<file path="src/rtl/wavpd_pkg.sv">
package wavpd_pkg;

    typedef struct packed {
        logic [7:0] data_byte;
        logic       end_of_stream;
    } t_in_item;

    typedef struct packed {
        logic [1:0]         result_kind;
        logic signed [15:0] mono_sample;
        logic [31:0]        sample_rate;
        logic [3:0]         channel_count;
        logic [2:0]         error_code;
    } t_out_item;

    localparam logic [1:0] KIND_FORMAT = 2'd0;
    localparam logic [1:0] KIND_SAMPLE = 2'd1;
    localparam logic [1:0] KIND_ERROR  = 2'd2;

    localparam logic [2:0] ERR_NONE        = 3'd0;
    localparam logic [2:0] ERR_NOT_RIFF    = 3'd1;
    localparam logic [2:0] ERR_NOT_WAVE    = 3'd2;
    localparam logic [2:0] ERR_BAD_FORMAT  = 3'd3;
    localparam logic [2:0] ERR_MISSING     = 3'd4;
    localparam logic [2:0] ERR_DATA_FIRST  = 3'd5;

endpackage

</file>
<file path="src/rtl/wav_pcm16_parser_downmix_core.sv">
// WAV parser with mono downmix. Takes one byte of a RIFF/WAVE stream per input transaction,
// checks the RIFF and WAVE tags, walks the chunk list, reports an accepted 16-bit PCM fmt
// chunk (1 to MAX_CHANNELS channels) and then turns each frame of the data chunk into one
// Q1.15 mono sample, the channel sum divided by the channel count, truncated toward zero.
// Errors halt the parser until reset; after the data chunk all input is taken and ignored.
// A byte is taken whenever the parser is idle and no result waits in the buffer; the byte that
// completes a frame also runs the shared restoring divider, one quotient bit per cycle, and
// the next byte is taken only after the divider has finished with that frame.
// Results go through a one-entry buffer ahead of the output register, so the input side
// keeps going while one result waits to be taken.
module wav_pcm16_parser_downmix_core #(
    parameter int MAX_CHANNELS = 8
) (
    input  logic                 i_clk,
    input  logic                 i_rst_n,
    input  logic                 i_in_valid,
    output logic                 o_in_ready,
    input  wavpd_pkg::t_in_item  i_in_item,
    output logic                 o_out_valid,
    input  logic                 i_out_ready,
    output wavpd_pkg::t_out_item o_out_item
);
    import wavpd_pkg::*;

    localparam int SUM_W = 16 + $clog2(MAX_CHANNELS);
    localparam int CH_W  = $clog2(MAX_CHANNELS + 1);
    localparam int IT_W  = $clog2(SUM_W + 1);

    localparam logic [31:0] TAG_RIFF = 32'h52494646;
    localparam logic [31:0] TAG_WAVE = 32'h57415645;
    localparam logic [31:0] TAG_FMT  = 32'h666D7420;
    localparam logic [31:0] TAG_DATA = 32'h64617461;

    typedef enum logic [9:0] {
        PH_RIFF  = 10'b0000000001,
        PH_RSIZE = 10'b0000000010,
        PH_WAVE  = 10'b0000000100,
        PH_ID    = 10'b0000001000,
        PH_LEN   = 10'b0000010000,
        PH_FMT   = 10'b0000100000,
        PH_DATA  = 10'b0001000000,
        PH_SKIP  = 10'b0010000000,
        PH_PAD   = 10'b0100000000,
        PH_STOP  = 10'b1000000000
    } t_phase;

    typedef enum logic [2:0] {
        ST_IDLE = 3'b001,
        ST_DIV  = 3'b010,
        ST_FIN  = 3'b100
    } t_state;

    t_phase                  r_phase, n_phase;
    t_state                  r_st, n_st;
    logic [31:0]             r_cnt, n_cnt;
    logic [31:0]             r_tag, n_tag;
    logic [31:0]             r_len, n_len;
    logic [15:0]             r_fmt, n_fmt;
    logic [15:0]             r_chan, n_chan;
    logic [31:0]             r_rate, n_rate;
    logic [15:0]             r_bits, n_bits;
    logic                    r_fmt_seen, n_fmt_seen;
    logic                    r_data_seen, n_data_seen;
    logic [7:0]              r_low, n_low;
    logic signed [SUM_W-1:0] r_sum, n_sum;
    logic [CH_W-1:0]         r_pos, n_pos;
    logic [SUM_W-1:0]        r_dq, n_dq;
    logic [CH_W-1:0]         r_rem, n_rem;
    logic                    r_neg, n_neg;
    logic [IT_W-1:0]         r_it, n_it;
    logic                    r_pend_valid, n_pend_valid;
    t_out_item               r_pend, n_pend;
    logic                    r_out_valid, n_out_valid;
    t_out_item               r_out, n_out;

    logic                    accept;
    logic                    res_v;
    t_out_item               res;
    logic [7:0]              b;
    logic [31:0]             cnt1;
    logic [31:0]             len_f;
    logic [15:0]             bits_f;
    logic signed [15:0]      smp;
    logic signed [SUM_W-1:0] sum_f;
    logic [CH_W-1:0]         pos1;
    logic [CH_W:0]           trial;
    logic [CH_W:0]           dvs;
    logic                    qbit;

    assign o_in_ready  = (r_st == ST_IDLE) && !r_pend_valid;
    assign accept      = i_in_valid && o_in_ready;
    assign o_out_valid = r_out_valid;
    assign o_out_item  = r_out;

    always_comb begin
        n_phase     = r_phase;
        n_st        = r_st;
        n_cnt       = r_cnt;
        n_tag       = r_tag;
        n_len       = r_len;
        n_fmt       = r_fmt;
        n_chan      = r_chan;
        n_rate      = r_rate;
        n_bits      = r_bits;
        n_fmt_seen  = r_fmt_seen;
        n_data_seen = r_data_seen;
        n_low       = r_low;
        n_sum       = r_sum;
        n_pos       = r_pos;
        n_dq        = r_dq;
        n_rem       = r_rem;
        n_neg       = r_neg;
        n_it        = r_it;
        res_v       = 1'b0;
        res         = '0;

        b      = i_in_item.data_byte;
        cnt1   = r_cnt + 32'd1;
        len_f  = {b, r_len[23:0]};
        bits_f = {b, r_bits[7:0]};
        smp    = {b, r_low};
        sum_f  = r_sum + SUM_W'(smp);
        pos1   = r_pos + 1'b1;
        dvs    = {1'b0, r_chan[CH_W-1:0]};
        trial  = {r_rem, r_dq[SUM_W-1]};
        qbit   = (trial >= dvs);

        if (accept && r_phase != PH_STOP) begin
            if (i_in_item.end_of_stream) begin
                n_phase = PH_STOP;
                if (!r_data_seen) begin
                    res_v            = 1'b1;
                    res.result_kind  = KIND_ERROR;
                    res.error_code   = ERR_MISSING;
                end
            end else begin
                unique case (r_phase)
                    PH_RIFF, PH_WAVE, PH_ID: begin
                        n_tag = {r_tag[23:0], b};
                        n_cnt = cnt1;
                        if (r_cnt[1:0] == 2'd3) begin
                            n_cnt = '0;
                            if (r_phase == PH_RIFF) begin
                                if (n_tag != TAG_RIFF) begin
                                    n_phase         = PH_STOP;
                                    res_v           = 1'b1;
                                    res.result_kind = KIND_ERROR;
                                    res.error_code  = ERR_NOT_RIFF;
                                end else begin
                                    n_phase = PH_RSIZE;
                                end
                            end else if (r_phase == PH_WAVE) begin
                                if (n_tag != TAG_WAVE) begin
                                    n_phase         = PH_STOP;
                                    res_v           = 1'b1;
                                    res.result_kind = KIND_ERROR;
                                    res.error_code  = ERR_NOT_WAVE;
                                end else begin
                                    n_phase = PH_ID;
                                end
                            end else begin
                                n_len   = '0;
                                n_phase = PH_LEN;
                            end
                        end
                    end
                    PH_RSIZE: begin
                        n_cnt = cnt1;
                        if (r_cnt[1:0] == 2'd3) begin
                            n_cnt   = '0;
                            n_phase = PH_WAVE;
                        end
                    end
                    PH_LEN: begin
                        n_cnt = cnt1;
                        case (r_cnt[1:0])
                            2'd0:    n_len[7:0]   = b;
                            2'd1:    n_len[15:8]  = b;
                            2'd2:    n_len[23:16] = b;
                            default: n_len[31:24] = b;
                        endcase
                        if (r_cnt[1:0] == 2'd3) begin
                            n_cnt = '0;
                            if (r_tag == TAG_FMT) begin
                                if (len_f < 32'd16) begin
                                    n_phase         = PH_STOP;
                                    res_v           = 1'b1;
                                    res.result_kind = KIND_ERROR;
                                    res.error_code  = ERR_BAD_FORMAT;
                                end else begin
                                    n_phase = PH_FMT;
                                end
                            end else if (r_tag == TAG_DATA) begin
                                if (!r_fmt_seen) begin
                                    n_phase         = PH_STOP;
                                    res_v           = 1'b1;
                                    res.result_kind = KIND_ERROR;
                                    res.error_code  = ERR_DATA_FIRST;
                                end else begin
                                    n_data_seen = 1'b1;
                                    n_sum       = '0;
                                    n_pos       = '0;
                                    n_phase     = (len_f == 32'd0) ? PH_STOP : PH_DATA;
                                end
                            end else begin
                                n_phase = (len_f == 32'd0) ? PH_ID : PH_SKIP;
                            end
                        end
                    end
                    PH_FMT: begin
                        n_cnt = cnt1;
                        case (r_cnt[3:0])
                            4'd0:    n_fmt  = {8'h00, b};
                            4'd1:    n_fmt[15:8] = b;
                            4'd2:    n_chan = {8'h00, b};
                            4'd3:    n_chan[15:8] = b;
                            4'd4:    n_rate = {24'h000000, b};
                            4'd5:    n_rate[15:8]  = b;
                            4'd6:    n_rate[23:16] = b;
                            4'd7:    n_rate[31:24] = b;
                            4'd14:   n_bits = {8'h00, b};
                            4'd15:   n_bits = bits_f;
                            default: n_cnt = cnt1;
                        endcase
                        if (r_cnt[3:0] == 4'd15) begin
                            if (r_fmt != 16'd1 || bits_f != 16'd16 || r_chan == 16'd0 ||
                                r_chan > 16'(MAX_CHANNELS)) begin
                                n_phase         = PH_STOP;
                                res_v           = 1'b1;
                                res.result_kind = KIND_ERROR;
                                res.error_code  = ERR_BAD_FORMAT;
                            end else begin
                                n_fmt_seen        = 1'b1;
                                res_v             = 1'b1;
                                res.result_kind   = KIND_FORMAT;
                                res.sample_rate   = r_rate;
                                res.channel_count = r_chan[3:0];
                                if (r_len > 32'd16) begin
                                    n_phase = PH_SKIP;
                                end else begin
                                    n_cnt   = '0;
                                    n_phase = r_len[0] ? PH_PAD : PH_ID;
                                end
                            end
                        end
                    end
                    PH_SKIP: begin
                        n_cnt = cnt1;
                        if (cnt1 >= r_len) begin
                            n_cnt   = '0;
                            n_phase = r_len[0] ? PH_PAD : PH_ID;
                        end
                    end
                    PH_PAD: begin
                        n_cnt   = '0;
                        n_phase = PH_ID;
                    end
                    PH_DATA: begin
                        n_cnt = cnt1;
                        if (!r_cnt[0]) begin
                            n_low = b;
                        end else if (16'(pos1) >= r_chan) begin
                            // frame complete: hand the sum magnitude to the divider
                            n_neg = sum_f[SUM_W-1];
                            n_dq  = sum_f[SUM_W-1] ? SUM_W'(-sum_f) : SUM_W'(sum_f);
                            n_rem = '0;
                            n_it  = IT_W'(SUM_W);
                            n_st  = ST_DIV;
                            n_sum = '0;
                            n_pos = '0;
                        end else begin
                            n_sum = sum_f;
                            n_pos = pos1;
                        end
                        if (cnt1 >= r_len) begin
                            n_phase = PH_STOP;
                        end
                    end
                    default: n_phase = PH_STOP;
                endcase
            end
        end

        unique case (r_st)
            ST_IDLE: n_st = n_st;
            ST_DIV: begin
                // restoring step, quotient bits shift in where dividend bits leave
                n_rem = qbit ? CH_W'(trial - dvs) : trial[CH_W-1:0];
                n_dq  = {r_dq[SUM_W-2:0], qbit};
                n_it  = r_it - 1'b1;
                if (r_it == IT_W'(1)) begin
                    n_st = ST_FIN;
                end
            end
            ST_FIN: begin
                res_v           = 1'b1;
                res.result_kind = KIND_SAMPLE;
                res.mono_sample = r_neg ? 16'(-r_dq) : 16'(r_dq);
                n_st            = ST_IDLE;
            end
            default: n_st = ST_IDLE;
        endcase
    end

    // result buffer ahead of the output register
    always_comb begin
        n_out_valid  = r_out_valid && !i_out_ready;
        n_out        = r_out;
        n_pend_valid = r_pend_valid;
        n_pend       = r_pend;
        if (r_pend_valid && !n_out_valid) begin
            n_out        = r_pend;
            n_out_valid  = 1'b1;
            n_pend_valid = 1'b0;
        end
        if (res_v) begin
            if (!n_out_valid) begin
                n_out       = res;
                n_out_valid = 1'b1;
            end else begin
                n_pend       = res;
                n_pend_valid = 1'b1;
            end
        end
    end

    always_ff @(posedge i_clk) begin
        if (!i_rst_n) begin
            r_phase      <= PH_RIFF;
            r_st         <= ST_IDLE;
            r_cnt        <= '0;
            r_tag        <= '0;
            r_len        <= '0;
            r_fmt        <= '0;
            r_chan       <= '0;
            r_rate       <= '0;
            r_bits       <= '0;
            r_fmt_seen   <= 1'b0;
            r_data_seen  <= 1'b0;
            r_low        <= '0;
            r_sum        <= '0;
            r_pos        <= '0;
            r_it         <= '0;
            r_pend_valid <= 1'b0;
            r_out_valid  <= 1'b0;
        end else begin
            r_phase      <= n_phase;
            r_st         <= n_st;
            r_cnt        <= n_cnt;
            r_tag        <= n_tag;
            r_len        <= n_len;
            r_fmt        <= n_fmt;
            r_chan       <= n_chan;
            r_rate       <= n_rate;
            r_bits       <= n_bits;
            r_fmt_seen   <= n_fmt_seen;
            r_data_seen  <= n_data_seen;
            r_low        <= n_low;
            r_sum        <= n_sum;
            r_pos        <= n_pos;
            r_it         <= n_it;
            r_pend_valid <= n_pend_valid;
            r_out_valid  <= n_out_valid;
        end
    end

    always_ff @(posedge i_clk) begin
        r_dq   <= n_dq;
        r_rem  <= n_rem;
        r_neg  <= n_neg;
        r_pend <= n_pend;
        r_out  <= n_out;
    end

endmodule

</file>
<file path="config.mk">
export PLATFORM = sky130hd
export DESIGN_NAME = wav_pcm16_parser_downmix_core
export DESIGN_NICKNAME = d
export VERILOG_FILES = /design/src/rtl/wavpd_pkg.sv /design/src/rtl/wav_pcm16_parser_downmix_core.sv
export SDC_FILE = /design/constraint.sdc
export NUM_CORES = 1
export LEC_CHECK = 0
export BUFFER_PORTS_ARGS = -buffer_cell sky130_fd_sc_hd__buf_2
export CAP_MARGIN = 20
export CORE_MARGIN = 1
export CORE_UTILIZATION = 40
export CTS_BUF_LIST = sky130_fd_sc_hd__clkbuf_8
export DETAILED_ROUTE_END_ITERATION = 16
export HOLD_SLACK_MARGIN = 0.1
export PLACE_DENSITY = 0.57
export SLEW_MARGIN = 20
export SYNTH_ARGS = -nofsm -noshare
export SYNTH_HDL_FRONTEND = slang
export SYNTH_SLANG_ARGS = --single-unit
</file>
<file path="constraint.sdc">
create_clock -name i_clk -period 5.1 [get_ports i_clk]
set_input_delay 0.765 -clock i_clk [delete_from_list [all_inputs] [get_ports i_clk]]
set_output_delay 0.765 -clock i_clk [all_outputs]
set_load 0.05 [all_outputs]
</file>
==> flow_summary.yaml, run 1 <==
synth:
  ys_async_sr_fraction_pct: 0
  yosys_warnings: 0
  synth_fp_nets: 2096
  synth_area_mm2: 0.0182
  synth.distinct_cells: 86
  synth_top_family_by_area: "simple AND/OR/NAND/NOR gates"
  synth-main-ff-cell: "dfxtp_1"
  synth-edff-count: 81
  synthAdderAreaFrac_pct: 5.03
  yosys_register_bits: 359
  synth-compound-area-share_pct: 13.9
  synth-simple-area-share_pct: 22.0
  ys_seq_area_share_pct: 44.0
  syn_avg_cell_area_um2: 9.03
  synthesis.instances: 2012
  synth_mux_area_share_pct: 7.77
  synthXorXnorAreaFrac_pct: 3.09
setup_path:
  cp_slowest_cell: "dfxtp_1"
  crit_type: "reg -> reg"
  timing.critical_path.buf_inv: 1
  crit_arrival_ns: 5.22
  end_kind: "flop"
  max_stage_delay_ns: 0.53
  crit_end: "r_phase[4]"
  r2r_end: "r_phase[4]"
  worstSetupPathDepth: 16
  crit_family: "compound AO/OA/AOI/OAI gates"
  worstPathCellList: "and4_1 -> nand2_1 -> nor4_4 -> nand2_1 -> nor2_1 -> xor2_1 -> ha_1 -> a21o_1 -> a21o_1 -> a21oi_1 -> o21ai_0 -> a211oi_1 -> a221o_1 -> buf_4 -> nand3_1 -> o41ai_1"
  regToRegStartpoint: "r_cnt[3]"
  start_kind: "flop"
  r2r_cells: 16
  cp.required_ns: 5.61
  crit_fanout: 11
  crit_start: "r_cnt[3]"
  regToRegSetupSlack_ns: 0.39
global_routing:
  grtUsageTotal_pct: 20.2
  grt_overflow: 0
  antenna_found_initial: 0
  grt_pass1_vias: 13700
  grt_pass1_wl_um: 75400
  grt_max_degree: 112
finish:
  n_antenna_cell: 0
  fill_cells: 4374
  fin_nets: 2143
  seqCellArea_mm2: 0.00800
  areaGrowthSynthToFinish_pct: 11.9
  multi_input_area_mm2: 0.00946
  drive_above_1_share_pct: 11.2
cts:
  cts_buffers: 66
  cts_buffer_depth: 3
  cts_resized: 0
  h-tree-depth: 3
  clock_sinks: 359
  hold_buffers: 0
  clock-root-buffer: "clkbuf_8"
  clock_latency_ns: 0.62
  clk_pin_slew_ns: 0.06
  cts_tree: "built"
  cts_setup_buffers: 0
floorplan:
  initial_core_util_pct: 40.8
  ioPinCount: 72
  die_x_um: 215
  coreArea_mm2: 0.0445
  die_y_um: 215
  die-area_mm2: 0.0463
  rows: 77
detailed_routing:
  drtIter0Drc: 1306
  drc: 0
  drtPass1Iterations: 5
  vias: 14700
  drt-total-wl_um: 47200
  wl_per_cell_um: 17.5
  via_per_inst: 5.44
  final_antenna_net_count: 0
run_status:
  status: "completed"
timing:
  hold_viol: 0
  hold-worst-slack_ns: 0.447
  clock_skew_ns: 0.0275
  final.min_clock_period_ns: 4.71
  post-route-period-util_pct: 92.3
  timing.slew.headroom_pct: 29.5
  finalSetupViolations: 0
  rsz0062_at_grt: "no"
  worst_slew_pin_slew_ns: 1.06
  max_freq_mhz: 212
  report.final.slew_viol_count: 0
  setup_tns_ns: 0
  finalWorstSetupSlack_ns: 0.392
placement:
  dp_hpwl_um: 31700
  io_buffers: 71
  gp_congestion: 0.842
  pre_cts_ws_ns: 0.301
power:
  p_leak_nw: 8.33
  ir_drop_mv: 0.144
  p_per_area_mw_per_mm2: 293
hold_path:
  hp-class: "reg -> reg"
job:
  maxCapViolCount: 0
==> layer usage <==
metal  GRT usage [%]  wire length (um)  vias up
li1                -                 -     7312
met1            29.2             23100     6943
met2            30.7             20600      376
met3            3.44              2590       63
met4            6.00               848        0
met5               0                 0        -
==> area by class of cell <==
cell class,instances,share of cell area (%)
multi-input cells,1470,46.5
clock inverters,37,0.991
clock buffers,81,5.49
inverters,68,1.28
repair buffers,94,2.72
flip-flops and latches,359,39.3
well taps,592,3.64
==> cell usage in the layout (no fill, tap or decap), types with 11 or more instances in the layout <==
cell type,n
a211oi_1,15
a21o_1,26
a21oi_1,102
a22oi_1,46
a31oi_1,21
and2_1,58
and3_1,13
buf_2,71
buf_4,21
clkbuf_8,81
dfxtp_1,278
edfxtp_1,81
ha_1,69
inv_1,82
mux2i_1,141
nand2_1,213
nand2b_1,15
nand3_1,85
nand4_1,21
nand4b_1,11
nor2_1,217
nor3_1,26
nor4_1,25
o211ai_1,13
o21ai_0,66
o21ai_1,38
or3_1,19
or4_1,11
xnor2_1,26
xor2_1,38
==> synthesized netlist by cell type, types with 4 or more instances <==
cell type | count | share of area (%)
or3_1 | 19 | 0.65
mux2i_1 | 141 | 7.8
or2_2 | 10 | 0.34
xnor2_1 | 26 | 1.3
nand4_1 | 21 | 0.72
or4bb_1 | 4 | 0.25
o31ai_1 | 10 | 0.41
o21ai_1 | 38 | 1.0
and4_1 | 5 | 0.24
nor3_2 | 5 | 0.28
nor4_1 | 26 | 0.90
o21bai_1 | 4 | 0.17
nand4b_1 | 11 | 0.53
nor2_1 | 218 | 4.5
a22oi_1 | 46 | 1.9
nor3b_1 | 4 | 0.17
nor3_1 | 26 | 0.72
buf_2 | 30 | 0.83
ha_1 | 69 | 4.8
inv_1 | 66 | 1.4
o2111ai_1 | 4 | 0.19
o211ai_1 | 13 | 0.54
a21oi_1 | 102 | 2.8
a211oi_1 | 15 | 0.62
edfxtp_1 | 81 | 13
or4_1 | 12 | 0.50
nand2_1 | 214 | 4.4
nor2b_1 | 9 | 0.31
nor4b_1 | 7 | 0.34
xor2_1 | 38 | 1.8
a31oi_1 | 21 | 0.72
and2_1 | 58 | 2.0
nand3_1 | 85 | 2.3
o22ai_1 | 4 | 0.14
nand3b_1 | 9 | 0.37
nor4bb_1 | 4 | 0.22
nand2b_1 | 15 | 0.52
o21ai_0 | 66 | 1.8
a21o_1 | 26 | 1.1
dfxtp_1 | 278 | 31
clkbuf_1 | 76 | 1.6
and3_1 | 13 | 0.45
o21a_1 | 10 | 0.41
==> state kept, by name (all words and copies together), names as in the netlist, 4 cells and up <==
name        cells
r_fmt          16
o_out_item     57
r_phase        10
r_tag          32
r_pos           4
r_bits          8
r_low           8
r_sum          19
r_len          32
r_it            5
r_cnt          32
r_dq           19
r_rem           4
r_chan         16
r_rate         32
r_pend         57
==> cells by family after synthesis <==
| kind of cell | Yosys count |
|---|---|
| simple gates | 796 |
| compound gates | 397 |
| flops | 359 |
| buf+inv | 183 |
| mux | 141 |
| fa+ha+maj | 72 |
| xor+xnor | 64 |
==> metrics by stage <==
step	util [%]	instance area [um^2]	std cells	total power, mW
floorplan	-	18200	2012	3.19
global placement	42.6	19000	2582	3.28
detailed placement	42.6	19000	2582	3.28
CTS	45.6	20300	2700	6.04
global route	45.7	20300	2701	6.20
finish	45.7	20300	2701	5.96
==> power by group <==
group          total [mW]  switching, mW  internal [mW]
Clock                2.74           1.25           1.49
Sequential           2.93         0.0152           2.91
Combinational       0.299          0.217         0.0818
==> tightest hold or removal path, stage by stage (launching register included) <==
cell     delay, ns
dfxtp_1       0.30
nand2_1       0.05
a21oi_1       0.05
==> worst min path at each step <==
stage | start | endpoint | slack (ns) | cells after the start
after floorplan | r_rate[24] | r_rate[24] | 0.43 | 2
after global placement | r_rate[27] | r_rate[27] | 0.44 | 2
after detailed placement | r_rate[5] | r_rate[5] | 0.44 | 2
after CTS | r_rate[5] | r_rate[5] | 0.45 | 2
after global routing | r_rate[24] | r_rate[24] | 0.47 | 2
final | r_rate[5] | r_rate[5] | 0.45 | 2
Note: power is estimated with default switching activity, not from simulation.
==> run 2, diff against run 1 <==
--- a/config.mk
+++ b/config.mk
@@ -7,12 +7,12 @@
 export LEC_CHECK = 0
 export BUFFER_PORTS_ARGS = -buffer_cell sky130_fd_sc_hd__buf_2
 export CAP_MARGIN = 20
-export CORE_MARGIN = 1
 export CORE_UTILIZATION = 40
 export CTS_BUF_LIST = sky130_fd_sc_hd__clkbuf_8
 export DETAILED_ROUTE_END_ITERATION = 16
 export HOLD_SLACK_MARGIN = 0.1
-export PLACE_DENSITY = 0.57
+export PLACE_DENSITY = 0.55
+export SKIP_LAST_GASP = 1
 export SLEW_MARGIN = 20
 export SYNTH_ARGS = -nofsm -noshare
 export SYNTH_HDL_FRONTEND = slang
==> constraint.sdc (replaced) <==
create_clock -name i_clk -period 5.4 [get_ports i_clk]
set_input_delay 0.81 -clock i_clk [delete_from_list [all_inputs] [get_ports i_clk]]
set_output_delay 0.81 -clock i_clk [all_outputs]
set_load 0.05 [all_outputs]
==> flow_summary.yaml, run 2 (synthesis gave the netlist of run 1 again) <==
run_status:
  status: "completed"
timing:
  final.min_clock_period_ns: 4.79
  finalSetupViolations: 0
  setup_tns_ns: 0
  rsz0062_at_grt: "no"
  clock_skew_ns: 0.0370
  hold_viol: 0
  hold-worst-slack_ns: 0.445
  post-route-period-util_pct: 88.6
  max_freq_mhz: 209
  finalWorstSetupSlack_ns: 0.614
  worst_slew_pin_slew_ns: 1.08
  report.final.slew_viol_count: 0
  timing.slew.headroom_pct: 27.9
floorplan:
  die_x_um: 215
  rows: 77
  die_y_um: 215
  initial_core_util_pct: 40.8
  coreArea_mm2: 0.0445
  die-area_mm2: 0.0463
  ioPinCount: 72
detailed_routing:
  drt-total-wl_um: 46400
  final_antenna_net_count: 0
  via_per_inst: 5.40
  vias: 14600
  drc: 0
  drtIter0Drc: 932
  wl_per_cell_um: 17.2
  drtPass1Iterations: 6
cts:
  hold_buffers: 0
  clock_latency_ns: 0.62
  cts_setup_buffers: 0
  cts_tree: "built"
  clk_pin_slew_ns: 0.06
  clock_sinks: 359
  clock-root-buffer: "clkbuf_8"
  cts_buffers: 66
  h-tree-depth: 3
  cts_buffer_depth: 3
  cts_resized: 0
placement:
  placedInstanceArea_mm2: 0.0190
  dp_hpwl_um: 31500
  gp_congestion: 0.829
  io_buffers: 71
  pre_cts_ws_ns: 0.578
  dp_cells: 2581
finish:
  final_common_cell: "dfxtp_1"
  fill_cells: 4405
  areaGrowthSynthToFinish_pct: 11.3
  post-route-util_pct: 45.4
  drive_above_1_share_pct: 10.6
  fin_nets: 2141
  instances_no_fill: 2695
  design_area_mm2: 0.0202
  n_antenna_cell: 0
  layout_common_cells: "dfxtp_1 (278), nor2_1 (217), nand2_1 (213), mux2i_1 (141), a21oi_1 (102)"
setup_path:
  cp.required_ns: 5.83
  start_kind: "flop"
  crit_type: "reg -> reg"
  regToRegSetupSlack_ns: 0.61
  crit_fanout: 18
  end_kind: "flop"
  crit_arrival_ns: 5.22
power:
  combinationalPowerShare_pct: 5.0
  ir_drop_mv: 0.116
  switchingPower_mw: 1.34
  p_per_area_mw_per_mm2: 270
  swShare_pct: 24.7
  intPower_mw: 4.11
  power_frac_clock_pct: 44.3
  p_leak_nw: 8.29
  finalPower_mw: 5.45
  seqPwrFrac_pct: 50.7
global_routing:
  grt_max_degree: 132
  grt_pass1_vias: 13800
  grt_overflow: 0
  antenna_found_initial: 1
  grtUsageTotal_pct: 19.9
  grt_pass1_wl_um: 74500
job:
  maxCapViolCount: 0
hold_path:
  hp-class: "reg -> reg"
-- run 2: cell count changes in the layout (fill, tap and decap cells not counted) --
| cell | before | now |
|---|---|---|
| inv_8 | 0 | 2 |
| bufinv_16 | 1 | 0 |
| nor4_4 | 1 | 0 |
| nor4_2 | 2 | 3 |
| a2111oi_0 | 2 | 3 |
| clkinv_2 | 9 | 5 |
| inv_1 | 82 | 93 |
| inv_6 | 3 | 1 |
| a2111oi_1 | 3 | 2 |
| clkbuf_8 | 81 | 76 |
| clkinv_1 | 5 | 1 |
| buf_4 | 21 | 19 |
| clkinvlp_4 | 4 | 3 |
-- run 2: path summary, 6_finish.rpt --
| kind | endpoint | cells past startpoint | startpoint |
|---|---|---|---|
| hold / removal | r_rate[30] | 2 | r_rate[30] |
| hold reg to reg | r_rate[30] | 2 | r_rate[30] |
| setup reg to reg | r_phase[1] | 18 | r_cnt[0] |
| setup / recovery | r_phase[1] | 18 | r_cnt[0] |
-- run 2: per-layer routing --
metal  GRT usage, %  up-vias  part of all wire [%]
li1               -     7284                     -
met3           4.13       68                   5.0
met4           5.41        2                   1.9
met1           27.2     6886                    48
met2           31.6      319                    45
met5              0        -                 0.030
-- run 2: worst max-delay path, stage by stage (launching register included) --
cell and delay (ns):
dfxtp_1 0.51, ha_1 0.22, and3_1 0.36, nand4_1 0.28, nor3_2 0.23, buf_4 0.17
nand3_1 0.13, nor3_1 0.25, nand2b_1 0.15, nand2_1 0.06, ha_1 0.17, a21o_1 0.15
a21o_1 0.17, a21oi_1 0.14, o21ai_0 0.18, a211oi_1 0.51, a221o_1 0.65, mux2i_1 0.25
nor2_1 0.06
-- run 2: layout make-up --
type | instances | area (um^2) | share of cell area, %
clock buffers | 76 | 1050 | 5.18
inverters | 68 | 260 | 1.29
clock inverters | 38 | 175 | 0.867
repair buffers | 92 | 538 | 2.66
multi-input cells | 1470 | 9450 | 46.8
flip-flops and latches | 359 | 8000 | 39.6
well taps | 592 | 741 | 3.67
-- run 2: power groups by stage --
stage / clock [mW] / combinational [mW] / sequential, mW
after floorplan: 0 / 0.180 / 2.83
after global placement: 0 / 0.272 / 2.82
after detailed placement: 0 / 0.274 / 2.82
after CTS: 2.50 / 0.275 / 2.76
after global routing: 2.62 / 0.297 / 2.77
final: 2.41 / 0.273 / 2.77
